===== config.mk =====
export PLATFORM = sky130hd
export DESIGN_NAME = bptc_press
export DESIGN_NICKNAME = d
export VERILOG_FILES = /design/src/hdl/bptc_pkg.sv /design/src/hdl/bptc_press.sv
export SDC_FILE = /design/constraint.sdc
export NUM_CORES = 2
export LEC_CHECK = 0
export CORE_ASPECT_RATIO = 1.25
export CORE_MARGIN = 5
export CORE_UTILIZATION = 30
export CTS_BUF_LIST = sky130_fd_sc_hd__clkbuf_2
export DETAILED_ROUTE_END_ITERATION = 16
export DONT_BUFFER_PORTS = 1
export PLACE_DENSITY_LB_ADDON = 0.1
export RECOVER_POWER = 25
export SYNTH_ARGS = -nofsm -noshare
export SYNTH_HDL_FRONTEND = slang
export SYNTH_SLANG_ARGS = --single-unit

===== constraint.sdc =====
create_clock -name clk -period 9.5 [get_ports clk]
set_clock_uncertainty 0.1 [all_clocks]
set_input_delay 0.475 -clock clk [delete_from_list [all_inputs] [get_ports clk]]
set_output_delay 0.475 -clock clk [all_outputs]
set_load 0.03 [all_outputs]

===== src/hdl/bptc_pkg.sv =====
// Shared types and constants for the barometric compensation pipeline.
// No dependencies; every other file of the block imports this package.
package bptc_pkg;

  localparam int RAW_W  = 24;  // raw sensor conversion width
  localparam int CAL_W  = 16;  // calibration word width
  localparam int IDX_W  = 3;   // configuration register index width
  localparam int DT_W   = 25;  // temperature difference, signed
  localparam int TEMP_W = 20;  // temperature in 0.01 degC, signed
  localparam int WIDE_W = 40;  // offset, sensitivity and their corrections, signed
  localparam int OUT_W  = 32;  // result field width

  // Configuration register indexes.
  localparam logic [IDX_W-1:0] REG_PRESS_SENS = 3'd0;
  localparam logic [IDX_W-1:0] REG_PRESS_OFF  = 3'd1;
  localparam logic [IDX_W-1:0] REG_SENS_TC    = 3'd2;
  localparam logic [IDX_W-1:0] REG_OFF_TC     = 3'd3;
  localparam logic [IDX_W-1:0] REG_TREF       = 3'd4;
  localparam logic [IDX_W-1:0] REG_TEMP_TC    = 3'd5;

  // Temperature thresholds in 0.01 degC.
  localparam logic signed [TEMP_W-1:0] TEMP_REF  = 20'sd2000;
  localparam logic signed [TEMP_W-1:0] TEMP_COLD = -20'sd1500;
  localparam logic signed [TEMP_W-1:0] COLD_OFS  = 20'sd1500;

  typedef struct packed {
    logic [CAL_W-1:0] c1;  // pressure sensitivity
    logic [CAL_W-1:0] c2;  // pressure offset
    logic [CAL_W-1:0] c3;  // sensitivity temperature coefficient
    logic [CAL_W-1:0] c4;  // offset temperature coefficient
    logic [CAL_W-1:0] c5;  // reference temperature
    logic [CAL_W-1:0] c6;  // temperature coefficient
  } cal_t;

  // First-order values handed from the front end to the correction stages.
  typedef struct packed {
    logic signed [TEMP_W-1:0] temp;
    logic signed [TEMP_W-1:0] t2;
    logic signed [WIDE_W-1:0] off;
    logic signed [WIDE_W-1:0] sens;
    logic        [RAW_W-1:0]  d1;
  } front_t;

  // Fully corrected values handed to the pressure stages.
  typedef struct packed {
    logic signed [TEMP_W-1:0] temp;
    logic signed [WIDE_W-1:0] off;
    logic signed [WIDE_W-1:0] sens;
    logic        [RAW_W-1:0]  d1;
  } corr_t;

endpackage


===== src/hdl/bptc_press.sv =====
// Pressure stages: split product of raw pressure and sensitivity, product
// sum, and the output register with the final shifts. Depends on bptc_pkg.
module bptc_press (
  input  logic                        clk,
  input  logic                        rst_n,
  input  logic                        en,
  input  logic                        vld_i,
  input  bptc_pkg::corr_t             data_i,
  output logic                        vld_o,
  output logic [bptc_pkg::OUT_W-1:0]  temp_o,
  output logic [bptc_pkg::OUT_W-1:0]  press_o
);
  import bptc_pkg::*;

  logic [2:0] vld_r;

  // Stage 7: two partial products on the low and high halves of SENS.
  logic [43:0]              lo_r, lo_nxt;
  logic signed [44:0]       hi_r, hi_nxt;
  logic signed [TEMP_W-1:0] temp_s7_r, temp_s8_r;
  logic signed [WIDE_W-1:0] off_s7_r, off_s8_r;
  // Stage 8
  logic signed [63:0]       prod_r, prod_nxt;
  // Stage 9: output register
  logic signed [63:0]       diff;
  logic [OUT_W-1:0]         temp_r, press_r;

  assign lo_nxt = data_i.d1 * data_i.sens[19:0];
  assign hi_nxt = $signed({1'b0, data_i.d1}) * $signed(data_i.sens[WIDE_W-1:20]);

  assign prod_nxt = (64'(hi_r) <<< 20) + $signed({20'b0, lo_r});

  assign diff = (prod_r >>> 21) - 64'(off_s8_r);

  always_ff @(posedge clk) begin
    if (!rst_n) begin
      vld_r <= '0;
    end else if (en) begin
      vld_r <= {vld_r[1:0], vld_i};
    end
  end

  always_ff @(posedge clk) begin
    if (en) begin
      lo_r      <= lo_nxt;
      hi_r      <= hi_nxt;
      temp_s7_r <= data_i.temp;
      off_s7_r  <= data_i.off;
      prod_r    <= prod_nxt;
      temp_s8_r <= temp_s7_r;
      off_s8_r  <= off_s7_r;
      temp_r    <= OUT_W'(temp_s8_r);
      press_r   <= diff[46:15];
    end
  end

  assign vld_o   = vld_r[2];
  assign temp_o  = temp_r;
  assign press_o = press_r;

endmodule


-- Word-level counts from Yosys, hierarchy flattened
Cells that the tools add are included.
- flip-flop bits (word level): 327
- bits in writable memories: 0
- input bits: 128
- bits in read-only memories: 0
- latch bits: 0
- memories kept: 0
- multipliers: 2
- equality and inequality tests: 0
- divide/modulo/power cells: 0
- shifts and indexed selects: 0
- $lt $le $gt $ge: 0
- bitwise operators: 0
- mux-type cells: 0
- add/sub/neg operators: 2
- reductions and logical operators: 0
- operators with widths (cell ; number):
    adder 64 x 45 -> 64 bit ; 1
    multiplier 24 x 20 -> 44 bit ; 1
    multiplier 25 x 20 -> 44 bit ; 1
    subtractor 43 x 40 -> 44 bit ; 1

-- Logic depth before layout (Yosys ltp)
- depth in word-level cells: 1
- gate-level depth with buffers: 27
- mapped depth without buffers: 25

-- Least setup slack after synthesis
No wires, ideal clock.
- path kind: input -> register
- start: input data_i[49] (netlist name)
- end: register hi_r[43], data pin
- cell stages on the path: 25
- buffers on the path: 2
- setup slack: 2.381 ns
- required time: 9.140 ns
- arrival time: 6.759 ns
- cells stage by stage: clkbuf_1 -> nand2_1 -> fa_1 -> inv_1 -> fa_1 -> inv_1 -> fa_1 -> inv_1 -> fa_1 -> fa_1 -> fa_1 -> inv_1 -> fa_1 -> inv_1 -> ha_1 -> buf_6 -> a21o_1 -> a21o_1 -> a21o_1 -> and3_1 -> a221o_1 -> or4_1 -> a221o_1 -> a21oi_2 -> xnor2_1
- cells in the longest elaborated chain, start to end: 1
- RTL lines (what ; RTL line ; source):
    start: declaration ; bptc_press.sv:8 ; input bptc_pkg::corr_t data_i,
    multiplier 25 x 20 -> 44 bit ; bptc_press.sv:29 ; assign hi_nxt = $signed({1'b0, data_i.d1}) * $signed(data_i.sens[WIDE_W-1:20]);
    net hi_nxt[43] ; bptc_press.sv:19 ; logic signed [44:0] hi_r, hi_nxt;
    end signal: assignment ; bptc_press.sv:46 ; hi_r <= hi_nxt;
    end: declaration ; bptc_press.sv:19 ;
The timed path passes the listed nets, and every way through them passes these cells.
A chain may end at the register's enable or synchronous reset.

==> impl_metrics.yaml <==
outcome:
  run_status: "complete, but fails checks"
  failed_checks: "capacitance limit, slew limit"
sta:
  whs_ps: 199
  finalCriticalPeriod_ps: 6890
  setup_slack_ps: 2610
  setup_tns_ps: 0
  slew_headroom_pct: -412
  finalSetupViolations: 0
  slew_violations: 146
  hold_viol: 0
  tightest_slew_ps: 7680
  post-route-period-util_pct: 72.5
  rsz0062_at_grt: "false"
  timing.fmax_ghz: 0.145
setup_path:
  crit_chain: "dlygate4sd3_1, clkbuf_1, mux2i_1, dlygate4sd3_1, nor2b_1"
  start_kind: "input pin"
  end_kind: "flip-flop"
  critPathRequiredTime_ps: 10440
  path_buf_inv: 3
  crit_family: "buffers and inverters"
  crit_slowest_cell: "clkbuf_1"
  crit_path_max_fanout: 145
  max_stage_delay_ps: 5220
  path_class: "input pin to flip-flop"
  crit_top_cell: "dlygate4sd3_1"
  worst_ep_arrival_time_ps: 7830
yosys:
  synthTopCellsByCount: "inv_1 (916), fa_1 (785), nand2_1 (542), and2_1 (462), ha_1 (392)"
  yosysSeqAreaShare_pct: 19.7
  synth.area.top_cells: "fa_1 (37%), edfxtp_1 (20%), ha_1 (11%), inv_1 (8.0%), and2_1 (6.7%)"
  synth-seq-cells: 283
  syn_nets: 5602
  synth.largest_area_cell: "fa_1"
  yosysMostFrequentCell: "inv_1"
  synth_area_per_cell_sq_um: 10.0
  synth_area_sq_um: 43000
  synthDistinctLibCells: 70
  synth_warnings: 0
  synth_top_area_share_pct: 36.5
  yosys_most_used_dff: "edfxtp_1"
  syn_inst: 4297
  async_reset_ff_share_pct: 0
  synth_edf_count: 280
grt:
  grt.overflow.total: 0
  grt_pass1_vias: 32700
  grt_pass1_wl_mm: 193
  grt_max_degree: 284
  antenna_found_initial: 11
  grt_use_total_pct: 16.5
cts:
  path_clk_slew_ps: 80
  clk_latency_ps: 1170
  clock_path_buffers: 3
  numCtsBuffers: 74
  htreeDepth: 3
  tritoncts: "done"
  root_buffer: "clkbuf_2"
  numClockSinks: 283
drt:
  routed_wl_mm: 122
  detail_route.wl_per_cell_microns: 19.5
  viasPerCell: 4.56
  ant_nets: 0
  first_iter_violations: 1095
  dr.pass1.iters: 4
  drc_errors: 0
  vias: 28500
placement:
  dpl_worst_slack_ps: 1780
  gp_congestion: 0.789
  io_buffers: 0
  placement.cell_area_sq_um: 44500
  dp_hpwl_mm: 91.1
die:
  coreArea_sq_um: 143000
  fp.dieW_microns: 349
  die-area_sq_um: 151000
  ioPinCount: 193
  num_rows: 155
  dieHeight_microns: 433
  start_util_pct: 30.1
run:
  max_cap_viol_count: 1
finish:
  area_growth_syn_to_layout_pct: 8.39
  drive_gt1_share_pct: 2.87
  final_nets: 5611
  final_cell_area_sq_um: 46600
hold_path:
  hp-class: "input pin to flip-flop"
## per-stage QoR
stage	utilization, %	instances
final	32.7	6246
after global routing	32.7	6246
after CTS	32.7	6241
after detailed placement	31.2	5970
after global placement	31.2	5970
after floorplan	-	4297
## flip-flops by register name (all words and copies together) (netlist names)
signal	flops
hi_r	44
lo_r	24
off_s7_r	40
off_s8_r	40
press_o	29
prod_r	43
temp_o	20
temp_s7_r	20
temp_s8_r	20
vld_r	3
## placed cells by master (no fill, tap or decap), drive strengths merged, types with 6 or more instances in the layout
master	instances
o21a	12
o21ai	57
nor2b	17
xor2	42
nand2b	21
xnor2	90
and3	20
dlygate4sd3	142
nand2	542
edfxtp	280
o21bai	11
o211ai	12
ha	392
nor3	11
a221oi	6
clkinv	22
nor2	58
a21o	82
and4	12
fa	785
and2	462
a21oi	123
nand3	34
a31oi	12
inv	919
clkbuf	101
nand4	15
## tightest hold or removal path: stages
cell	delay (ps)
and2_1	140
fa_1	180
ha_1	180
xnor2_1	170
## cell families (layout without fill, tap and decap cells)
logic type                 after synthesis  count (layout)  share of synthesized area [%]
xor gates and xnor gates               132             132                           2.69
muxes                                    3               3                         0.0698
other                                    0               4                              0
DFF                                    283             283                           19.7
and+or+nand+nor                       1205            1205                           14.0
adders and majority gates             1177            1177                           47.9
buffers and inverters                 1129            1190                           10.0
AOI/OAI and AO/OA                      368             368                           5.59
## routing by layer
layer	track usage (%)	wire length, microns	up-vias	part of all wire (%)
li1	-	-	13200	-
met1	21.2	54000	14700	44
met2	29.3	60700	436	50
met3	2.47	4460	140	3.7
met4	3.77	2550	6	2.1
met5	0	39	-	0.032
## final timing paths
kind,depth (start not counted),slack [ps],start,endpoint
max,5,2610,en,vld_r[0]
min,4,200,data_i[24],lo_r[20]
max reg2reg,10,5880,hi_r[1],prod_r[57]
min reg2reg,0,320,temp_s8_r[3],temp_o[3]
## timing repair
item	4_1_cts	5_1_grt
setup buffers	0	0
endpoints found under the hold margin	351	0
resized for setup	0	0
hold buffers	143	0
## area by class of cell
cell class,instances,area (sq um)
Tap cell,1884,2360
Timing Repair Buffer,146,1480
Clock inverter,28,134
Inverter,916,3440
Multi-Input combinational cell,2885,30200
Clock buffer,100,500
Sequential cell,283,8470
Antenna cell,4,10.0
Fill cell,14900,96100
Power is not shown: default switching activity piles up to over one toggle a cycle in this logic, so the estimate is an artifact.
