`config.mk`:
```
export PLATFORM = sky130hd
export DESIGN_NAME = bptc_corr
export DESIGN_NICKNAME = d
export VERILOG_FILES = /design/src/hdl/bptc_pkg.sv /design/src/hdl/bptc_corr.sv
export SDC_FILE = /design/constraint.sdc
export NUM_CORES = 2
export LEC_CHECK = 0
export BUFFER_PORTS_ARGS = -buffer_cell sky130_fd_sc_hd__buf_2
export CORE_ASPECT_RATIO = 0.8
export CORE_MARGIN = 3
export CORE_UTILIZATION = 27
export CTS_BUF_LIST = sky130_fd_sc_hd__clkbuf_16
export DETAILED_ROUTE_END_ITERATION = 10
export GPL_ROUTABILITY_DRIVEN = 1
export SLEW_MARGIN = 30
export SYNTH_ARGS = -nofsm -noshare
export SYNTH_HDL_FRONTEND = slang
export SYNTH_SLANG_ARGS = --single-unit
```
`constraint.sdc`:
```
create_clock -name clk -period 10.3 [get_ports clk]
set_input_delay 0 -clock clk [delete_from_list [all_inputs] [get_ports clk]]
set_output_delay 0 -clock clk [all_outputs]
set_load 0.02 [all_outputs]
```
`src/hdl/bptc_pkg.sv`:
```
// Shared types and constants for the barometric compensation pipeline.
// No dependencies; every other file of the block imports this package.
package bptc_pkg;

  localparam int RAW_W  = 24;  // raw sensor conversion width
  localparam int CAL_W  = 16;  // calibration word width
  localparam int IDX_W  = 3;   // configuration register index width
  localparam int DT_W   = 25;  // temperature difference, signed
  localparam int TEMP_W = 20;  // temperature in 0.01 degC, signed
  localparam int WIDE_W = 40;  // offset, sensitivity and their corrections, signed
  localparam int OUT_W  = 32;  // result field width

  // Configuration register indexes.
  localparam logic [IDX_W-1:0] REG_PRESS_SENS = 3'd0;
  localparam logic [IDX_W-1:0] REG_PRESS_OFF  = 3'd1;
  localparam logic [IDX_W-1:0] REG_SENS_TC    = 3'd2;
  localparam logic [IDX_W-1:0] REG_OFF_TC     = 3'd3;
  localparam logic [IDX_W-1:0] REG_TREF       = 3'd4;
  localparam logic [IDX_W-1:0] REG_TEMP_TC    = 3'd5;

  // Temperature thresholds in 0.01 degC.
  localparam logic signed [TEMP_W-1:0] TEMP_REF  = 20'sd2000;
  localparam logic signed [TEMP_W-1:0] TEMP_COLD = -20'sd1500;
  localparam logic signed [TEMP_W-1:0] COLD_OFS  = 20'sd1500;

  typedef struct packed {
    logic [CAL_W-1:0] c1;  // pressure sensitivity
    logic [CAL_W-1:0] c2;  // pressure offset
    logic [CAL_W-1:0] c3;  // sensitivity temperature coefficient
    logic [CAL_W-1:0] c4;  // offset temperature coefficient
    logic [CAL_W-1:0] c5;  // reference temperature
    logic [CAL_W-1:0] c6;  // temperature coefficient
  } cal_t;

  // First-order values handed from the front end to the correction stages.
  typedef struct packed {
    logic signed [TEMP_W-1:0] temp;
    logic signed [TEMP_W-1:0] t2;
    logic signed [WIDE_W-1:0] off;
    logic signed [WIDE_W-1:0] sens;
    logic        [RAW_W-1:0]  d1;
  } front_t;

  // Fully corrected values handed to the pressure stages.
  typedef struct packed {
    logic signed [TEMP_W-1:0] temp;
    logic signed [WIDE_W-1:0] off;
    logic signed [WIDE_W-1:0] sens;
    logic        [RAW_W-1:0]  d1;
  } corr_t;

endpackage

```
`src/hdl/bptc_corr.sv`:
```
// Second-order correction below 20 degC and the extra term below -15 degC
// (three stages: squares, correction terms, subtraction). Depends on bptc_pkg.
module bptc_corr (
  input  logic              clk,
  input  logic              rst_n,
  input  logic              en,
  input  logic              vld_i,
  input  bptc_pkg::front_t  data_i,
  output logic              vld_o,
  output bptc_pkg::corr_t   data_o
);
  import bptc_pkg::*;

  logic [2:0] vld_r;

  // Stage 4
  logic signed [TEMP_W-1:0] x, y;
  logic signed [WIDE_W-1:0] dsq_r, dsq_nxt;
  logic signed [WIDE_W-1:0] esq_r, esq_nxt;
  logic                     warm_lt_r, cold_lt_r;
  corr_t                    s4_r, s4_nxt;
  // Stage 5
  logic signed [WIDE_W-1:0] off2_r, off2_nxt;
  logic signed [WIDE_W-1:0] sens2_r, sens2_nxt;
  logic signed [WIDE_W-1:0] d5, e7, e11;
  corr_t                    s5_r;
  // Stage 6
  corr_t                    s6_r, s6_nxt;

  assign x       = data_i.temp - TEMP_REF;
  assign y       = data_i.temp + COLD_OFS;
  assign dsq_nxt = x * x;
  assign esq_nxt = y * y;

  always_comb begin
    s4_nxt      = '{temp: data_i.temp, off: data_i.off, sens: data_i.sens, d1: data_i.d1};
    if (data_i.temp < TEMP_REF) begin
      s4_nxt.temp = data_i.temp - data_i.t2;
    end
  end

  // Constant multiples by shift and add.
  assign d5  = (dsq_r <<< 2) + dsq_r;
  assign e7  = (esq_r <<< 3) - esq_r;
  assign e11 = (esq_r <<< 3) + (esq_r <<< 1) + esq_r;

  always_comb begin
    off2_nxt  = '0;
    sens2_nxt = '0;
    if (warm_lt_r) begin
      off2_nxt  = d5 >>> 1;
      sens2_nxt = d5 >>> 2;
      if (cold_lt_r) begin
        off2_nxt  = (d5 >>> 1) + e7;
        sens2_nxt = (d5 >>> 2) + (e11 >>> 1);
      end
    end
  end

  always_comb begin
    s6_nxt      = s5_r;
    s6_nxt.off  = s5_r.off - off2_r;
    s6_nxt.sens = s5_r.sens - sens2_r;
  end

  always_ff @(posedge clk) begin
    if (!rst_n) begin
      vld_r <= '0;
    end else if (en) begin
      vld_r <= {vld_r[1:0], vld_i};
    end
  end

  always_ff @(posedge clk) begin
    if (en) begin
      dsq_r     <= dsq_nxt;
      esq_r     <= esq_nxt;
      warm_lt_r <= data_i.temp < TEMP_REF;
      cold_lt_r <= data_i.temp < TEMP_COLD;
      s4_r      <= s4_nxt;
      off2_r    <= off2_nxt;
      sens2_r   <= sens2_nxt;
      s5_r      <= s4_r;
      s6_r      <= s6_nxt;
    end
  end

  assign vld_o  = vld_r[2];
  assign data_o = s6_r;

endmodule

```
After elaboration in Yosys (flattened, before gate mapping)
Index checks and enable logic that the tools add are counted.
Widths: inputs -> output; s select.
{ "word_totals": {"ff_bits": 537, "out_inout_bits": 125, "elab_cells": 37} }
{ "op_classes": {"n_addsub": 11, "mul": 2, "order_cmp": 2, "muxes": 3} }
{ "ops": {"columns": ["cell", "count"], "rows": [
  ["$add 40x40->40", 3],
  ["$sub 40x40->40", 3],
  ["$mul 20x20->40", 2],
  ["$mux 40", 2],
  ["$add 38x39->40", 1],
  ["$add 39x40->40", 1],
  ["$lt 20x12->1 const B", 2],
  ["$add 20x12->20 const B", 1],
  ["$mux 20", 1],
  ["$sub 20x12->20 const B", 1],
  ["$sub 20x20->20", 1]
]} }

Logic depth before layout (Yosys ltp)
{ "logic_depth": {"word_depth": 4, "mapped_depth": 36, "mapped_depth_nobuf": 34} }

Worst setup path after synthesis
No wires, ideal clock.
{ "synth_path": {"path_type": "input-to-reg", "from": "in data_i[126] in the netlist's numbering", "to": "reg esq_r[39], data pin", "setup_time_ns": 0.276, "arrival_ns": 7.993, "required_time_ns": 10.024, "slack_ns": 2.031, "path_stages": 32, "n_path_buf": 1, "path_cell_list": "inv_1 -> clkbuf_1 -> ha_1 -> inv_1 -> a21o_1 -> o41ai_1 -> nand2b_1 -> nand2_1 -> xor2_1 -> inv_1 -> nand2_1 -> inv_1 -> fa_1 -> inv_1 -> fa_1 -> fa_1 -> inv_1 -> fa_1 -> inv_1 -> fa_1 -> inv_1 -> fa_1 -> fa_1 -> ha_1 -> a21o_1 -> a221oi_1 -> nor4b_2 -> a21oi_1 -> o2111ai_1 -> a311oi_1 -> o41ai_1 -> o211ai_1"} }
{ "synth_via": {"elab_chain_cells": 2} }
{ "synth_lines": {"columns": ["element", "line_no", "text"], "rows": [
  ["from (decl)", "bptc_corr.sv:8", "input bptc_pkg::front_t data_i,"],
  ["$add 20x12->20", "bptc_corr.sv:31", "assign y = data_i.temp + COLD_OFS;"],
  ["$mul 20x20->40", "bptc_corr.sv:33", "assign esq_nxt = y * y;"],
  ["via esq_nxt[39]", "bptc_corr.sv:19", "logic signed [WIDE_W-1:0] esq_r, esq_nxt;"],
  ["to (signal assigned)", "bptc_corr.sv:77", "esq_r <= esq_nxt;"],
  ["to (decl)", "bptc_corr.sv:19", null]
]} }
The timed path passes the listed nets, and every way through them passes these cells.
A chain may end at the register's enable or synchronous reset.

Worst setup path after layout
{ "layout_path": {"from": "in data_i[128] in the netlist's numbering", "to": "reg dsq_r[38], data pin"} }
{ "layout_via": {"elab_chain_cells": 2} }
{ "layout_lines": {"columns": ["element", "line_no", "text"], "rows": [
  ["$sub 20x12->20", "bptc_corr.sv:30", "assign x = data_i.temp - TEMP_REF;"],
  ["$mul 20x20->40", "bptc_corr.sv:32", "assign dsq_nxt = x * x;"],
  ["via dsq_nxt[38]", "bptc_corr.sv:18", "logic signed [WIDE_W-1:0] dsq_r, dsq_nxt;"],
  ["to (signal assigned)", "bptc_corr.sv:76", "dsq_r <= dsq_nxt;"],
  ["to (decl)", "bptc_corr.sv:18", null]
]} }
The timed path passes the listed nets, and every way through them passes these cells.

==> metrics.cfg <==
[clock_network]
clk_pin_slew_ns = 0.06
cts_buffer_depth = 3
cts_tree = done
cts_made_buffers = 66
htree_levels = 3
ctsResizeCount = 0
cts-hold-fix-buffers = 192
post-cts-setup-buffers = 0
clkLatencyLatePin_ns = 0.70
cts_root_buf = clkbuf_16
cts_sinks = 533

[layout]
layout-drive-gt1-share_pct = 7.71
nets = 7565
area_growth_pct = 15.8
final_cell_area_mm2 = 0.0674
postLayoutCoreUtil_pct = 31.6
fill_cells = 21693

[logic_synthesis]
yosys_warnings = 0
async_flop_share_pct = 0
synthTopCellsByArea = fa_1 (29%), edfxtp_1 (27%), ha_1 (10%)
ys_types = 90
synth-edff-count = 530
syn_inst = 5619
mappedNetlistArea_mm2 = 0.0582
avgSynthCellArea_um2 = 10.4
ys_seq_area_share_pct = 27.4
synth_area_leader_cell = fa_1
synth_fp_nets = 7085
synth_top_area_share_pct = 29.1
ys_seq_elements = 533
yosys_most_used_dff = edfxtp_1

[setup_path]
setup.worst_path.start_class = input pin
slowest_stage = a211oi_1
cpMostUsedCell = fa_1
cp_slowest_stage_delay_ns = 0.76
cp-end-kind = flop
cp.required_ns = 10.74
cp_top_family = adder cells
critPathMaxFanout = 13
path_buf_inv = 10
crit_type = in2reg
arrival_ns = 10.09

[timing]
fmax_mhz = 104
hold_violations = 0
slew_violations = 0
fin_setup_tns_ns = 0
rsz0062_at_grt = no
fin_crit_sh_pct = 93.8
max_slew_margin_pct = 33.3
setup_violations = 0
period_needed_ns = 9.66
fin_skew_ns = 0.0445
worst_pin_slew_ns = 1.00

[route]
wl_met3_um = 9810
route.met2.wl_um = 69400
drt_iter0_drc = 2593
top_layer = met4
drc = 0
viasPerCell = 4.55
wl_per_cell_um = 17.3
vias = 40892
wirelength_um = 156000
drt-met1-wl_um = 72600
firstDrtPassIters = 6
route.antenna.remaining_nets = 0

[outcome]
run_status = complete, no violations

[placed_design]
placed_area_mm2 = 0.0633
io_buffer_count = 272
post-dp-hpwl_um = 126000
routabilityCongestion = 0.931

[job]
drv_cap = 0

[die]
io_pins = 273
dieArea_mm2 = 0.221
die_w_um = 525
core_area_mm2 = 0.213
rows = 151
die-height_um = 421
initial_utilization_pct = 27.3

[grt]
antenna_found_initial = 2
grt_overflow = 0
grt_pass1_vias = 42887
grt_pass1_wl_um = 246000
grt_usage_pct = 14.1
grt_start_max_net_pins = 153

[min_path]
hold_path_class = in2reg

## sequential cells by signal (all words and copies together), names as in the netlist
register and flops:
data_o 124, sens2_r 40, s5_r 124, cold_lt_r 1, off2_r 40, s4_r 124
dsq_r 39, vld_r 3, esq_r 37, warm_lt_r 1
## worst paths after layout
path               start         end  slack (ns)  depth (start not counted)
max          data_i[128]   dsq_r[38]        0.64                         34
min reg2reg     s4_r[90]    s5_r[90]        0.41                          0
min           data_i[10]    s4_r[10]        0.07                          2
max reg2reg     dsq_r[2]  off2_r[36]        3.21                         21
## cell usage after synthesis (30+ instances only)
master and number:
nand3_1 66, nand2b_1 53, a211oi_1 30, and3_1 31
xor2_1 102, o21ai_0 150, nor3_1 66, clkbuf_1 102
xnor2_1 233, nor2_1 373, nand2_1 400, edfxtp_1 530
nor2b_1 53, a21o_1 138, o21ai_1 44, o21bai_1 35
ha_1 472, fa_1 846, o21a_1 56, inv_1 1160
a21oi_1 284
## stage by stage
stage | cells | worst slack, ns | hold slack [ns]
final | 8981 | 0.640 | 0.0655
after global routing | 8980 | 0.0387 | 0.0226
after CTS | 8978 | 0.787 | 0.000100
after detailed placement | 8668 | 0.599 | 0.178
after global placement | 8668 | 0.645 | 0.176
after floorplan | 5619 | 2.03 | 0.0989
## kinds of logic (layout without fill, tap and decap cells)
kind of cell    count (synthesis)  count (layout)  synth area share, %
fa+ha+maj                    1318            1318                 39.2
buf+inv                      1284            1814                 8.29
simple gates                 1179            1179                 9.24
compound gates                956             956                 10.5
flops                         533             533                 27.4
xor+xnor                      336             336                 5.07
mux                            12              12                0.213
other cells                     1               3              0.00644
## area by class of cell
type | instances | area (um^2) | area share [%]
flip-flops and latches | 533 | 16000 | 23.7
repair buffers | 524 | 3790 | 5.62
multi-input cells | 3802 | 37500 | 55.6
diodes | 2 | 5.00 | 0.00742
inverters | 1172 | 4400 | 6.52
clock inverters | 51 | 546 | 0.809
clock buffers | 67 | 1680 | 2.49
well taps | 2830 | 3540 | 5.25
## routing by layer
metal,GRT usage [%],up-vias
met4,3.48,0
met1,19.8,20240
met2,22.4,1202
met5,0,-
li1,-,19282
met3,2.51,168
## cell usage in the layout, fill, tap and decap left out, types with 10 or more instances in the layout
cell,n
and2_1,29
dlygate4sd3_1,192
nor3_1,66
o21ai_0,150
a21boi_0,25
a21oi_1,283
nor2b_1,52
o211ai_1,26
nand4_1,21
clkbuf_16,67
xor2_1,100
xnor2_1,230
o31ai_1,29
a211oi_1,29
a21o_1,138
buf_4,57
fa_1,846
a31oi_1,25
and3_1,31
o21ai_1,44
inv_1,1171
ha_1,472
nand2b_1,53
clkinv_1,11
nor4_1,12
or3_1,24
inv_2,10
edfxtp_1,530
buf_2,271
nand3_1,66
nor2_1,373
nand2_1,400
o21a_1,56
o21bai_1,35
nor3b_1,12
Power is left out: the tool's default activity adds up to more than one toggle a clock period on the data nets, which glitch-free logic cannot reach.
