`src/hdl/bptc_pkg.sv`:
```
// Shared types and constants for the barometric compensation pipeline.
// No dependencies; every other file of the block imports this package.
package bptc_pkg;

  localparam int RAW_W  = 24;  // raw sensor conversion width
  localparam int CAL_W  = 16;  // calibration word width
  localparam int IDX_W  = 3;   // configuration register index width
  localparam int DT_W   = 25;  // temperature difference, signed
  localparam int TEMP_W = 20;  // temperature in 0.01 degC, signed
  localparam int WIDE_W = 40;  // offset, sensitivity and their corrections, signed
  localparam int OUT_W  = 32;  // result field width

  // Configuration register indexes.
  localparam logic [IDX_W-1:0] REG_PRESS_SENS = 3'd0;
  localparam logic [IDX_W-1:0] REG_PRESS_OFF  = 3'd1;
  localparam logic [IDX_W-1:0] REG_SENS_TC    = 3'd2;
  localparam logic [IDX_W-1:0] REG_OFF_TC     = 3'd3;
  localparam logic [IDX_W-1:0] REG_TREF       = 3'd4;
  localparam logic [IDX_W-1:0] REG_TEMP_TC    = 3'd5;

  // Temperature thresholds in 0.01 degC.
  localparam logic signed [TEMP_W-1:0] TEMP_REF  = 20'sd2000;
  localparam logic signed [TEMP_W-1:0] TEMP_COLD = -20'sd1500;
  localparam logic signed [TEMP_W-1:0] COLD_OFS  = 20'sd1500;

  typedef struct packed {
    logic [CAL_W-1:0] c1;  // pressure sensitivity
    logic [CAL_W-1:0] c2;  // pressure offset
    logic [CAL_W-1:0] c3;  // sensitivity temperature coefficient
    logic [CAL_W-1:0] c4;  // offset temperature coefficient
    logic [CAL_W-1:0] c5;  // reference temperature
    logic [CAL_W-1:0] c6;  // temperature coefficient
  } cal_t;

  // First-order values handed from the front end to the correction stages.
  typedef struct packed {
    logic signed [TEMP_W-1:0] temp;
    logic signed [TEMP_W-1:0] t2;
    logic signed [WIDE_W-1:0] off;
    logic signed [WIDE_W-1:0] sens;
    logic        [RAW_W-1:0]  d1;
  } front_t;

  // Fully corrected values handed to the pressure stages.
  typedef struct packed {
    logic signed [TEMP_W-1:0] temp;
    logic signed [WIDE_W-1:0] off;
    logic signed [WIDE_W-1:0] sens;
    logic        [RAW_W-1:0]  d1;
  } corr_t;

endpackage

```
`src/hdl/bptc_front.sv`:
```
// Front end: temperature difference, the four products on it, and the
// first-order temperature, offset, sensitivity and T2 term (three stages).
// Depends on bptc_pkg.
module bptc_front (
  input  logic                       clk,
  input  logic                       rst_n,
  input  logic                       en,
  input  logic                       vld_i,
  input  logic [bptc_pkg::RAW_W-1:0] d2_i,
  input  logic [bptc_pkg::RAW_W-1:0] d1_i,
  input  bptc_pkg::cal_t             cal,
  output logic                       vld_o,
  output bptc_pkg::front_t           data_o
);
  import bptc_pkg::*;

  logic [2:0] vld_r;

  // Stage 1
  logic signed [DT_W-1:0] dt_r, dt_nxt;
  logic [RAW_W-1:0]       d1_s1_r;
  // Stage 2
  logic signed [41:0]     p6_r, p6_nxt;
  logic signed [41:0]     p4_r, p4_nxt;
  logic signed [41:0]     p3_r, p3_nxt;
  logic signed [49:0]     pdd_r, pdd_nxt;
  logic [RAW_W-1:0]       d1_s2_r;
  // Stage 3
  front_t                 s3_r, s3_nxt;

  logic signed [CAL_W:0]  c6s, c4s, c3s;

  assign dt_nxt = $signed({1'b0, d2_i}) - $signed({1'b0, cal.c5, 8'b0});

  assign c6s = $signed({1'b0, cal.c6});
  assign c4s = $signed({1'b0, cal.c4});
  assign c3s = $signed({1'b0, cal.c3});

  assign p6_nxt  = dt_r * c6s;
  assign p4_nxt  = dt_r * c4s;
  assign p3_nxt  = dt_r * c3s;
  assign pdd_nxt = dt_r * dt_r;

  always_comb begin
    s3_nxt.temp = TEMP_REF + TEMP_W'(p6_r >>> 23);
    s3_nxt.t2   = TEMP_W'(pdd_r >>> 31);
    s3_nxt.off  = WIDE_W'($signed({1'b0, cal.c2, 16'b0})) + WIDE_W'(p4_r >>> 7);
    s3_nxt.sens = WIDE_W'($signed({1'b0, cal.c1, 15'b0})) + WIDE_W'(p3_r >>> 8);
    s3_nxt.d1   = d1_s2_r;
  end

  always_ff @(posedge clk) begin
    if (!rst_n) begin
      vld_r <= '0;
    end else if (en) begin
      vld_r <= {vld_r[1:0], vld_i};
    end
  end

  always_ff @(posedge clk) begin
    if (en) begin
      dt_r    <= dt_nxt;
      d1_s1_r <= d1_i;
      p6_r    <= p6_nxt;
      p4_r    <= p4_nxt;
      p3_r    <= p3_nxt;
      pdd_r   <= pdd_nxt;
      d1_s2_r <= d1_s1_r;
      s3_r    <= s3_nxt;
    end
  end

  assign vld_o  = vld_r[2];
  assign data_o = s3_r;

endmodule

```
`config.mk`:
```
export PLATFORM = sky130hd
export DESIGN_NAME = bptc_front
export DESIGN_NICKNAME = d
export VERILOG_FILES = /design/src/hdl/bptc_pkg.sv /design/src/hdl/bptc_front.sv
export SDC_FILE = /design/constraint.sdc
export NUM_CORES = 2
export LEC_CHECK = 0
export BUFFER_PORTS_ARGS = -buffer_cell sky130_fd_sc_hd__buf_2
export CORE_MARGIN = 2
export CORE_UTILIZATION = 55
export DETAILED_ROUTE_END_ITERATION = 7
export PLACE_DENSITY = 0.76
export REMOVE_ABC_BUFFERS = 1
export SETUP_SLACK_MARGIN = 0.5
export SLEW_MARGIN = 20
export SYNTH_ARGS = -nofsm -noshare
export SYNTH_HDL_FRONTEND = slang
export SYNTH_SLANG_ARGS = --single-unit
```
`constraint.sdc`:
```
create_clock -name clk -period 9.1 [get_ports clk]
set_clock_uncertainty 0.15 [all_clocks]
set_input_delay 0.455 -clock clk [delete_from_list [all_inputs] [get_ports clk]]
set_output_delay 0.455 -clock clk [all_outputs]
set_load 0.02 [all_outputs]
```
# == Word-level counts from Yosys, hierarchy flattened ==
# Index checks and enable logic that the tools add are counted.
# classes
n_mul,4
n_addsub,4
# op_table
op,n
multiplier 25 x 17 -> 42 bit,3
multiplier 25 x 25 -> 50 bit,1
adder 33 x 35 -> 36 bit,1
adder 32 x 34 -> 35 bit,1
subtractor 24 x 24 -> 25 bit,1
"adder 12 x 19 -> 20 bit, first input constant",1
# word_totals
in_bits,148
register_bits,395
elab_cells,21
out_inout_bits,145

# == Logic depth before layout (Yosys ltp) ==
# depth
ltp_word,1
ltp_mapped,28
mapped_depth_nobuf,27

# == Least setup slack after synthesis ==
# No wires, ideal clock.
# synth_timing
path_kind,reg-to-reg
from,register dt_r[2]
to,register pdd_r[49] (data pin)
t_arrival_ps,7221
setup_slack_ps,1469
n_path_buf,3
stages_incl_launch_ff,28
synth_period_minus_slack_ps,7631
required_ps,8690
setup_ps,260
path_cell_list,edfxtp_1 > clkbuf_1 > clkbuf_1 > clkbuf_1 > nand2_1 > fa_1 > inv_1 > fa_1 > inv_1 > fa_1 > fa_1 > inv_1 > fa_1 > fa_1 > inv_1 > fa_1 > inv_1 > ha_1 > a21o_1 > and2b_2 > a211o_1 > a2111oi_4 > o21ai_2 > a21oi_4 > o21ai_2 > or4_1 > a31oi_1 > xnor2_1
# synth_via
elab_chain_cells,1
# synth_rtl
item,line,text
from (decl),bptc_front.sv:20,"logic signed [DT_W-1:0] dt_r, dt_nxt;"
from (signal assigned),bptc_front.sv:62,dt_r <= dt_nxt;
multiplier 25 x 25 -> 50 bit,bptc_front.sv:42,assign pdd_nxt = dt_r * dt_r;
named net pdd_nxt[49],bptc_front.sv:26,"logic signed [49:0] pdd_r, pdd_nxt;"
to (signal assigned),bptc_front.sv:67,pdd_r <= pdd_nxt;
to (decl),bptc_front.sv:26,
# The timed path passes the listed nets, and every way through them passes these cells.
# A chain may end at the register's enable or synchronous reset.

# == Worst setup path in the final report ==
# layout_timing
from,register dt_r[17]
to,register pdd_r[49] (data pin)
# Same word-level chain as after synthesis.

==> metrics.md <==
| Metric | Value |
|---|---|
| F_max | `121.5 MHz` |
| FF-to-FF End | `pdd_r[49]` |
| Chip width | `369.0 um` |
| Critical path type | `flop to flop` |
| Htree depth | `2` |
| Pin count of the biggest net entering global routing | `106` |
| Die Height | `between 300 and 400 um` |
| CTS Buf Count | `40` |
| GRT Total Usage | `0.2655` |
| Synth Flop Type | `edfxtp_1` |
| Hold Fails Final Rpt | `0` |
| Reg2reg start | `dt_r[17]` |
| First-pass GRT wire length | `285800 um` |
| Worst-Margin Slew | `972.4 ps` |
| Reg area | `9489 sq um` |
| Gr ovfl total | `0` |
| Io pins | `293` |
| Max-slew violation count | `0` |
| Nets@finish | `9899` |
| Buf+Inv Stages, Crit Path | `4` |
| Cts repair resizes | `0` |
| HP Class | `input pin to flop` |
| DRT Pass-1 Iters | `6` |
| Clk sinks | `317` |
| Worst skew pair latency | `640 ps` |
| Arrival @ worst endpoint | `8470 ps` |
| Fraction of layout cells with a size suffix above 1 | `0.06118` |
| Cells along the critical path | `buf_4 -> nand2_1 -> fa_1 -> fa_1 -> inv_1 -> fa_1 -> fa_1 -> fa_1 -> fa_1 -> inv_1 -> fa_1 -> inv_1 -> ha_1 -> a21o_1 -> a21o_1 -> a21o_2 -> a2111oi_4 -> o21ai_2 -> a21oi_4 -> o21ai_2 -> or4_1 -> a31oi_1 -> xnor2_1` |
| Sequential element share of the synthesized area | `0.1295` |
| Syn_area_per_cell | `9.972 sq um` |
| Worst Hold Depth | `4` |
| Final worst-path cycle share | `0.9046` |
| Drt wl/cell | `18.54 um` |
| Initial Util | `0.5558` |
| Initial DRC count | `approximately 3.2k` |
| Mapped Cells | `approximately 7.3k` |
| FF-to-FF setup slack | `870 ps` |
| Cell variety after synth | `80` |
| Antenna-violating nets left | `0` |
| Ys async rst share | `0` |
| WP data required | `9340 ps` |
| Vias per inst | `5.286` |
| Area Growth Syn to Fin | `6.340%` |
| Remaining DRCs | `0` |
| Max-cap violations | `0` |
| DP HPWL | `135500 um` |
| Vias | `approximately 50k` |
| CP max FO | `18` |
| Core Area | `131800 sq um` |
| Cell accounting for the most synthesized area | `fa_1` |
| Maximum clock path buffer count | `3` |
| Clock root buffer | `clkbuf_16` |
| CP max-delay cell | `edfxtp_1` |
| Footprint of the multi-input gates | `~55000 sq um` |
| Fill count | `11.07k` |
| Total Routed Length | `171700 um` |
| Initial antenna violation count | `20` |
| Clock-pin slew on the worst setup and hold paths | `70 ps` |
| Most used cell, CP | `fa_1` |
| Share of the synthesized area in the top cell type | `0.4853` |
| Number of cells on the critical path | `23` |
| # port buffers | `292` |
| Final setup violation count | `0` |
| TritonCTS clock tree | `built` |
| Post-synth EDFFs | `314` |
| Slew margin rel. | `0.3517` |
| Crit. End Element | `flop` |
| Die area | `136100 sq um` |
| Synth Register Bits | `about 320` |
| RSZ-0062 raised after global routing | `false` |
| Vias in the first global route | `55.25k` |
| Crit path largest cell delay | `roughly 950 ps` |
| GPL Wtd Cong | `0.9076` |
| Crit path from | `dt_r[17]` |
| Outcome | `complete, no violations` |
| Mapped Area | `73260 sq um` |
| Row cnt | `133` |
| Critical Path Sink | `pdd_r[49]` |
| Crit path max-delay family | `adder cells` |
| Reg2reg path depth | `23` |
| Aggregate negative setup slack | `0 ps` |
| Setup crit start kind | `flop` |
| Post-layout minimum cycle time | `8231 ps` |
| Synth Warn # | `0` |
| Synth area leaders | `fa_1 (49%), edfxtp_1 (13%), inv_1 (10%)` |
-- cell usage in the layout, fill, tap and decap left out, types with 21 or more instances in the layout --
cell type	Yosys	final
nor2_1	133	133
xnor2_1	137	137
nor2b_1	40	40
clkbuf_16	0	40
o21ai_0	57	57
buf_2	0	291
and2_1	617	617
a21oi_1	92	92
dlygate4sd3_1	0	36
nand2_1	927	927
nand3_1	25	25
fa_1	1776	1776
a21o_1	49	49
nand2b_1	21	21
nor3_1	42	42
edfxtp_1	314	314
o21a_1	31	31
xor2_1	45	45
buf_4	10	64
ha_1	504	504
inv_1	2014	2014
-- logic make-up (layout without fill, tap and decap cells) --
logic type,Yosys count,in the layout,share of synthesized area
compound gates,356,356,0.03307
buf+inv,2330,2486,0.1199
xor+xnor,182,182,0.02176
other cells,0,4,0
fa+ha+maj,2280,2280,0.5714
simple gates,1875,1875,0.1235
mux,6,6,0.0008369
flops,317,317,0.1295
-- state kept, by name (all words and copies together) (netlist names) --
| signal | flops |
|---|---|
| d1_s2_r | 24 |
| data_o | 134 |
| dt_r | 25 |
| vld_r | 3 |
| pdd_r | 19 |
| p6_r | 19 |
| d1_s1_r | 24 |
| p4_r | 35 |
| p3_r | 34 |
-- through the flow --
stage	worst slack [ps]	utilization	instance area, sq um	cells	hold slack, ps
6_report	868.5	0.5911	77900	9261	145.0
5_1_grt	520.3	0.5910	77900	9259	157.4
4_1_cts	727.3	0.5907	77860	9253	113.7
3_5_place_dp	764.8	0.5788	76280	9144	254.5
3_3_place_gp	882.0	0.5788	76280	9144	250.2
2_1_floorplan	899.5	-	72030	7030	250.3
-- cells in the mapped netlist (4+ instances only) --
cell	count
a31oi_1	14
o21ai_0	57
xor2_1	45
nor2b_1	40
a41oi_1	5
clkbuf_1	303
mux2i_1	5
inv_1	2014
o21a_1	31
o211ai_1	11
a21o_2	6
and3_1	13
edfxtp_1	314
nor3b_1	7
xnor2_1	137
nor3_1	42
a21o_1	49
and2_1	617
nand2b_1	21
buf_4	10
o21ai_1	4
a211oi_1	15
nand4_1	18
o21bai_1	13
nand2_1	927
a21oi_1	92
or2_2	4
nor2_1	133
nand3_1	25
a31o_2	4
fa_1	1776
a211o_1	4
ha_1	504
a21boi_0	7
or3_1	5
and4_1	4
-- timing repair --
item	in CTS	in global routing
endpoints found under the setup margin	0	3
setup buffers	0	4
endpoints found under the hold margin	37	0
hold buffers	36	0
-- final cells by class --
class | count | area share
multi-input cells | 4699 | 0.7058
flip-flops and latches | 317 | 0.1218
inverters | 2014 | 0.09704
repair buffers | 399 | 0.03137
well taps | 1755 | 0.02819
clock buffers | 48 | 0.01323
clock inverters | 25 | 0.002409
diodes | 4 | 0.0001285
-- worst min path at each step --
| stage | startpoint | endpoint | slack (ps) |
|---|---|---|---|
| after floorplan | d1_s1_r[0] | d1_s2_r[0] | 250 |
| after global placement | d1_s2_r[13] | data_o[13] | 250 |
| after detailed placement | d1_s1_r[2] | d1_s2_r[2] | 250 |
| after CTS | cal[91] | data_o[50] | 110 |
| after global routing | cal[75] | data_o[91] | 160 |
| final | cal[68] | data_o[84] | 150 |
-- worst reg2reg max path, stage by stage (launching register included) --
cell       delay [ps]
edfxtp_1          950
buf_4             390
nand2_1           170
fa_1              550
fa_1              560
inv_1              50
fa_1              500
fa_1              480
fa_1              490
fa_1              490
inv_1              50
fa_1              510
inv_1              50
ha_1              340
a21o_1            180
a21o_1            160
a21o_2            240
a2111oi_4         300
o21ai_2           210
a21oi_4           260
o21ai_2           140
or4_1             460
a31oi_1           230
xnor2_1            90
-- per-layer routing --
layer  vias to the layer above  global-route usage  share of wire
li1                      21550                   -              -
met1                     25180              0.3477           0.39
met2                      1796              0.4474           0.49
met3                       406             0.05301          0.083
met4                        24             0.08116          0.033
met5                         -                   0        0.00091
Power is left out: the tool's default activity adds up to more than one toggle a clock period on the data nets, which glitch-free logic cannot reach.
