## config.mk

```make
export PLATFORM = sky130hd
export DESIGN_NAME = bptc_cfg
export DESIGN_NICKNAME = d
export VERILOG_FILES = /design/src/hdl/bptc_pkg.sv /design/src/hdl/bptc_cfg.sv
export SDC_FILE = /design/constraint.sdc
export NUM_CORES = 1
export LEC_CHECK = 0
export BUFFER_PORTS_ARGS = -buffer_cell sky130_fd_sc_hd__buf_2
export CORE_MARGIN = 4
export CORE_UTILIZATION = 49
export CTS_BUF_LIST = sky130_fd_sc_hd__clkbuf_16
export DETAILED_ROUTE_END_ITERATION = 6
export HOLD_SLACK_MARGIN = 0.12
export PLACE_DENSITY = 0.79
export SLEW_MARGIN = 20
export SYNTH_ARGS = -nofsm -noshare
export SYNTH_HDL_FRONTEND = slang
export SYNTH_SLANG_ARGS = --single-unit
```

## constraint.sdc

```tcl
create_clock -name clk -period 1.4 [get_ports clk]
set_input_delay 0.14 -clock clk [delete_from_list [all_inputs] [get_ports clk]]
set_output_delay 0.14 -clock clk [all_outputs]
set_load 0.01 [all_outputs]
```

## src/hdl/bptc_pkg.sv

```systemverilog
// Shared types and constants for the barometric compensation pipeline.
// No dependencies; every other file of the block imports this package.
package bptc_pkg;

  localparam int RAW_W  = 24;  // raw sensor conversion width
  localparam int CAL_W  = 16;  // calibration word width
  localparam int IDX_W  = 3;   // configuration register index width
  localparam int DT_W   = 25;  // temperature difference, signed
  localparam int TEMP_W = 20;  // temperature in 0.01 degC, signed
  localparam int WIDE_W = 40;  // offset, sensitivity and their corrections, signed
  localparam int OUT_W  = 32;  // result field width

  // Configuration register indexes.
  localparam logic [IDX_W-1:0] REG_PRESS_SENS = 3'd0;
  localparam logic [IDX_W-1:0] REG_PRESS_OFF  = 3'd1;
  localparam logic [IDX_W-1:0] REG_SENS_TC    = 3'd2;
  localparam logic [IDX_W-1:0] REG_OFF_TC     = 3'd3;
  localparam logic [IDX_W-1:0] REG_TREF       = 3'd4;
  localparam logic [IDX_W-1:0] REG_TEMP_TC    = 3'd5;

  // Temperature thresholds in 0.01 degC.
  localparam logic signed [TEMP_W-1:0] TEMP_REF  = 20'sd2000;
  localparam logic signed [TEMP_W-1:0] TEMP_COLD = -20'sd1500;
  localparam logic signed [TEMP_W-1:0] COLD_OFS  = 20'sd1500;

  typedef struct packed {
    logic [CAL_W-1:0] c1;  // pressure sensitivity
    logic [CAL_W-1:0] c2;  // pressure offset
    logic [CAL_W-1:0] c3;  // sensitivity temperature coefficient
    logic [CAL_W-1:0] c4;  // offset temperature coefficient
    logic [CAL_W-1:0] c5;  // reference temperature
    logic [CAL_W-1:0] c6;  // temperature coefficient
  } cal_t;

  // First-order values handed from the front end to the correction stages.
  typedef struct packed {
    logic signed [TEMP_W-1:0] temp;
    logic signed [TEMP_W-1:0] t2;
    logic signed [WIDE_W-1:0] off;
    logic signed [WIDE_W-1:0] sens;
    logic        [RAW_W-1:0]  d1;
  } front_t;

  // Fully corrected values handed to the pressure stages.
  typedef struct packed {
    logic signed [TEMP_W-1:0] temp;
    logic signed [WIDE_W-1:0] off;
    logic signed [WIDE_W-1:0] sens;
    logic        [RAW_W-1:0]  d1;
  } corr_t;

endpackage

```

## src/hdl/bptc_cfg.sv

```systemverilog
// Calibration register file, written through the configuration channel.
// Depends on bptc_pkg for the register indexes and the cal_t type.
module bptc_cfg (
  input  logic                        clk,
  input  logic                        rst_n,
  input  logic                        wr_en,
  input  logic [bptc_pkg::IDX_W-1:0]  wr_idx,
  input  logic [bptc_pkg::CAL_W-1:0]  wr_data,
  output bptc_pkg::cal_t              cal
);
  import bptc_pkg::*;

  cal_t cal_r;
  cal_t cal_nxt;

  always_comb begin
    cal_nxt = cal_r;
    if (wr_en) begin
      unique case (wr_idx)
        REG_PRESS_SENS: cal_nxt.c1 = wr_data;
        REG_PRESS_OFF:  cal_nxt.c2 = wr_data;
        REG_SENS_TC:    cal_nxt.c3 = wr_data;
        REG_OFF_TC:     cal_nxt.c4 = wr_data;
        REG_TREF:       cal_nxt.c5 = wr_data;
        REG_TEMP_TC:    cal_nxt.c6 = wr_data;
        default:        cal_nxt = cal_r;  // indexes beyond the list are dropped
      endcase
    end
  end

  always_ff @(posedge clk) begin
    if (!rst_n) begin
      cal_r <= '0;
    end else begin
      cal_r <= cal_nxt;
    end
  end

  assign cal = cal_r;

endmodule

```

# After elaboration in Yosys (flattened, before gate mapping)

Index checks and enable logic that the tools add are counted.

Equality and inequality tests: 5
Reductions and logical operators: 7

Operators by type and width:

| operator                                             | count |
|---|---|
| AND reduction 2 bit                                  | 6 |
| equality test 3 x 2 -> 1 bit (second input constant) | 2 |
| equality test 3 bit (second input constant)          | 2 |
| equality test 3 x 1 -> 1 bit (second input constant) | 1 |
| logical NOT 3 bit                                    | 1 |

Output and inout port bits: 96
Logic and storage cells: 18
Bits of input ports: 22
Register bits: 96

# Logic depth before layout (Yosys ltp)

Gate-level depths: netlist (run 1).

Depth after elaboration: 2
Gate-level depth with buffers: 4
Gate-level depth less buffers: 2

# Worst setup path before layout (run 1)

No wires, ideal clock.

Kind: input to register
Start: in wr_idx[1] (netlist bit)
End: reg cal_r, in the netlist cal[89]
Setup time: 123 ps
Data arrival time: 1067 ps
Data required time: 1277 ps
Cell stages on the path: 4
Setup slack: 210 ps
Path buffers: 2
Cells stage by stage: or4b_1 > buf_6 > buf_12 > mux2i_1

Cells in the longest elaborated chain, start to end: 2

Ends and longest elaborated chain:

| element                       | line           | RTL |
|---|---|---|
| start, declared               | bptc_cfg.sv:7  | `input logic [bptc_pkg::IDX_W-1:0] wr_idx,` |
| logical NOT 3 bit             | bptc_cfg.sv:19 | `unique case (wr_idx)` |
| AND reduction 2 bit (no line) | --             |  |
| end signal, assigned          | bptc_cfg.sv:35 | `cal_r <= cal_nxt;` |
| end, declared                 | bptc_cfg.sv:13 | `cal_t cal_r;` |

Every way passes these cells.
A chain may end at the register's enable or synchronous reset.

# Worst setup path after layout (run 1)

Same ends and word-level chain as after synthesis.

==> results of run 1 <==
==> synth_stat cells <==
| cell | instances | area, um^2 |
|---|---|---|
| nand2_1 | 112 | 420.4 |
| buf_1 | 1 | 3.750 |
| buf_2 | 9 | 45.04 |
| nand4bb_1 | 2 | 22.52 |
| buf_12 | 1 | 20.02 |
| and4bb_2 | 1 | 12.51 |
| or4b_1 | 1 | 10.01 |
| mux2i_1 | 96 | 960.9 |
| dfxtp_1 | 96 | 1922 |
| clkbuf_1 | 11 | 41.29 |
| buf_6 | 1 | 11.26 |
| buf_4 | 1 | 7.510 |
| nand4b_1 | 2 | 17.52 |
==> critical path, stage by stage <==
cell and delay [ns]:
buf_2 0.13, or4b_1 0.51, buf_4 0.24, mux2i_1 0.15
==> cell families (layout without fill, tap and decap cells) <==
kind of cell	count (synthesis)	after routing	synth area share (%)
AND/OR/NAND/NOR	118	118	13.82
flip-flops	96	96	54.99
multiplexers	96	96	27.50
buffers and inverters	24	146	3.688
==> routing by layer <==
layer / vias up / routed length (um)
li1: 1341 / -
met1: 1309 / 3539
met2: 81 / 4186
met3: 10 / 509
met4: 0 / 142
met5: - / 0
==> power groups by stage <==
stage          sequential [mW]  clock, mW  combinational, mW
2_1_floorplan             2.91          0              0.185
3_3_place_gp              2.88          0              0.369
3_5_place_dp              2.88          0              0.378
4_1_cts                   2.82       2.95              0.380
5_1_grt                   2.83       3.07              0.409
6_report                  2.82       2.91              0.376
==> metrics by stage <==
step                      hold WS [ns]  cell area (um^2)  utilization [%]  setup slack, ns
after floorplan                 0.3825              3495                -           0.2097
final                           0.1765              4571            66.54           0.4283
after global placement          0.4393              4209            61.28           0.1141
after detailed placement        0.4487              4209            61.28           0.1008
after global routing            0.1884              4571            66.54           0.3905
after CTS                       0.1658              4571            66.54           0.4186
==> area by class of cell <==
class / count / area (um^2)
fillers: 567 / 2298
flip-flops and latches: 96 / 1922
multi-input cells: 214 / 1444
repair buffers: 130 / 723.2
clock buffers: 9 / 225.2
clock inverters: 7 / 136.4
well taps: 96 / 120.1
==> cells in the final DEF, fill, tap and decap left out, drive strengths merged <==
master	n
dfxtp	96
buf	130
and4bb	1
inv	2
clkbuf	9
clkinv	1
nand2	112
nand4b	2
bufinv	4
mux2i	96
or4b	1
nand4bb	2
==> final timing paths <==
path,to,slack [ns],depth (start not counted)
worst min-delay path,cal[71],0.18,3
worst max-delay path,cal[89],0.43,4
worst min register to register,cal[62],0.46,2
worst max register to register,cal[89],0.75,2
==> results.yml, run 1 <==
sta:
  skew_ns: 0
  setup_tns_ns: 0
  rsz0062_at_grt: "false"
  relSlewSlack_pct: 79.05
  setup_viol: 0
  fin_crit_sh_pct: 69.40
  hold_violations: 0
  period_minus_slack_ns: 0.9717
  worst_pin_slew_ns: 0.3143
  max_clock_freq_mhz: 1029
  report.final.slew_viol_count: 0
power:
  p_switching_mw: 1.245
  power_frac_comb_pct: 6.2
  power.leakage_nw: 2.557
  design_power_total_mw: 6.106
  cellPowerDensity_mw_per_mm2: 1336
  irDropWorstVdd_uv: 719.8
  switching_share_pct: 20.39
  clkPwrFrac_pct: 47.6
  seqPwrFrac_pct: 46.2
  p_int_mw: 4.861
worst_setup_path:
  timing.rr.start: "cal[89]"
  critical_path_class: "in2reg"
  worstSetupStartpointType: "primary input"
  critical_path_arrival_ns: 1.17
  endpoint_kind: "register"
  worstPathMaxFanout: 16
  worstPathRequired_ns: 1.60
  crit_path_start: "wr_idx[1]"
floorplanning:
  core_area_mm2: 0.006869
  dieWidth_um: 92.45
  rows: 30
  start_util_pct: 50.87
  io-pin-count: 118
  fp.dieH_um: 92.45
  die_area_mm2: 0.008547
place:
  hpwl_um: 6085
  io_buffers: 117
  place_congestion: 0.7648
  numPlacedInstances: 536
finish:
  drive_gt1_share_pct: 31.80
  diodes: 0
  nets: 473
  final_cells: 552
  largest_reg_flops: 96
  area_growth_pct: 30.79
grt:
  grt_pass1_wl_um: 13560
  grt_util_met2_pct: 35.23
  met3_usage_pct: 4.630
  first_global_vias: 2758
  met1_usage_pct: 23.92
  antenna_found_initial: 0
  grt_usage_pct: 20.14
  grt_max_degree: 39
  overflow: 0
  grt-busiest-layer: "met2"
clocking:
  h-tree-depth: 3
  path_clk_slew_ns: 0.06
  cts_tree: "done"
  ctsHoldBuffers: 0
  clkSinkCount: 96
  clk_latency_ns: 0.33
  cts_buffers: 9
  post_cts_resized: 0
  clock_path_buffers: 2
  root_buffer: "clkbuf_16"
  postCtsSetupRepairBufs: 0
flow_run:
  maxCapViolations: 0
detailed_routing:
  wl_per_cell_um: 15.18
  num_vias: 2741
  drtIter0Drc: 77
  dr.pass1.iters: 4
  drc: 0
  viasPerCell: 4.966
  wl_um: 8377
  antenna_left: 0
hold_path:
  hp-start: "rst_n"
  hp-class: "in2reg"
yosys:
  synth_area_mm2: 0.003495
  syn_nets: 356
  synth_seq_area_share_pct: 54.99
  ys_ff_latch: 96
  synthCells: 334
  synth_cell_types: 13
  avgSynthCellArea_um2: 10.46
  ys_warn_count: 0
outcome:
  status: "completed"
No activity file was read; power rests on OpenSTA's default activity.
==> run 2: changes to the inputs <==
CORE_UTILIZATION = 45   (was 49)
PLACE_DENSITY = 0.77   (was 0.79)
clock period = 0.8 ns   (was 1.4 ns; I/O delays follow)
==> run 2 against run 1 <==
Against the previous run: the flow now finishes with violations (setup timing); flip-flop and latch count stayed put; critical path depth decreased by 3; core utilization increased by 9.0 points; largest cell class unchanged; highest routed layer unchanged.
==> results.yml, run 2 (synthesized netlist as in run 1, its figures left out) <==
floorplanning:
  core_area_mm2: 0.007408
  io-pin-count: 118
  fp.dieH_um: 96.13
  start_util_pct: 47.17
  rows: 31
  dieWidth_um: 96.13
  die_area_mm2: 0.009240
detailed_routing:
  viasPerCell: 5.039
  drc: 0
  drtIter0Drc: 91
  dr.pass1.iters: 5
  antenna_left: 0
  wl_per_cell_um: 17.37
  num_vias: 2953
  wl_um: 10180
worst_setup_path:
  critical_path_class: "reg2out"
  critical_path.max_stage_delay_ns: 0.35
  path_buf_inv: 1
  worstPathMaxFanout: 2
  slowest_stage: "dfxtp_2"
  endpoint_kind: "output pin"
  worstSetupStartpointType: "register"
  path_cells: "buf_6"
  critical_path_arrival_ns: 0.79
  crit_family: "flip-flops"
  worstPathRequired_ns: 0.72
clocking:
  root_buffer: "clkbuf_16"
  clkSinkCount: 96
  clock_path_buffers: 2
  h-tree-depth: 3
  cts_buffers: 9
  path_clk_slew_ns: 0.07
  clk_latency_ns: 0.32
  cts_tree: "done"
grt:
  grt_max_degree: 22
  overflow: 0
  grt_pass1_wl_um: 15550
  antenna_found_initial: 0
  grt_usage_pct: 22.00
  first_global_vias: 3117
sta:
  hold_violations: 0
  period_minus_slack_ns: 0.8681
  skew_ns: 0
  max_clock_freq_mhz: 1152
  report.final.slew_viol_count: 0
  fin_crit_sh_pct: 108.5
  fin_ws_ns: -0.06808
  rsz0062_at_grt: "true"
  relSlewSlack_pct: 80.81
  setup_viol: 98
  worst_pin_slew_ns: 0.2872
finish:
  final_cell_mix: "nand2_1 (109), buf_6 (104), mux2i_1 (96), dfxtp_2 (96), buf_4 (28)"
  fillerInstances: 492
  final_cells: 586
  nets: 504
  final_common_cell: "nand2_1"
  largest_reg_flops: 96
  fin_area_mm2: 0.005599
  area_growth_pct: 60.22
  diodes: 0
  drive_gt1_share_pct: 56.88
place:
  place_congestion: 0.7984
  place_area_mm2: 0.004344
  io_buffers: 117
  hpwl_um: 6448
  numPlacedInstances: 546
power:
  cellPowerDensity_mw_per_mm2: 1751
  irDropWorstVdd_uv: 1491
  power.leakage_nw: 2.831
flow_run:
  maxCapViolations: 0
hold_path:
  hp-class: "in2reg"
outcome:
  failed_checks: "setup timing"
  status: "finished with violations"
[run 2: metal layers]
layer / wire length, um / global-route usage, % / part of all wire, % / vias up
li1: - / - / - / 1406
met1: 4088 / 25.39 / 40 / 1440
met2: 5339 / 39.16 / 52 / 91
met3: 591 / 5.317 / 5.8 / 16
met4: 160 / 8.057 / 1.6 / 0
met5: 0 / 0 / 0 / -
[run 2: final cells by class]
| type | instances | area (um^2) | share of cell area [%] |
|---|---|---|---|
| clock buffer | 9 | 225.2 | 4.022 |
| clock inverter | 7 | 48.80 | 0.8715 |
| multi-input combinational | 215 | 1473 | 26.30 |
| sequential | 96 | 2042 | 36.47 |
| tap | 99 | 123.9 | 2.212 |
| timing repair buffer | 160 | 1687 | 30.12 |
[run 2: path summary, 6_finish.rpt]
path | from | end | slack, ns | depth (start not counted)
worst max-delay path | cal[43] | cal[43] | -0.07 | 1
worst min-delay path | wr_data[5] | cal[53] | 0.15 | 3
worst max register to register | cal[76] | cal[76] | 0.02 | 4
worst min register to register | cal[41] | cal[41] | 0.47 | 2
[run 2: per-stage QoR]
stage	total power, mW	hold WS, ns	util (%)	setup TNS, ns	worst slack (ns)
2_1_floorplan	5.435	0.3225	-	-4.881	-0.3143
3_3_place_gp	5.759	0.4404	58.64	-23.03	-0.4156
3_5_place_dp	5.778	0.4469	58.64	-25.62	-0.4522
4_1_cts	9.782	0.1366	73.13	-5.172	-0.06874
5_1_grt	10.12	0.1725	75.58	-6.637	-0.08290
6_report	9.806	0.1495	75.58	-4.587	-0.06808
[run 2: timing repair]
item	in CTS	in global routing
resized for setup	196	14
pin swaps	1	3
hold buffers	0	0
setup endpoints to repair	112	114
cloned	1	1
buffers inserted	7	15
[run 2: report_power, final]
part	internal [mW]	switching, mW	total [mW]
clock	2.11	1.79	3.89
sequential	4.90	0.0812	4.98
combinational	0.488	0.440	0.928
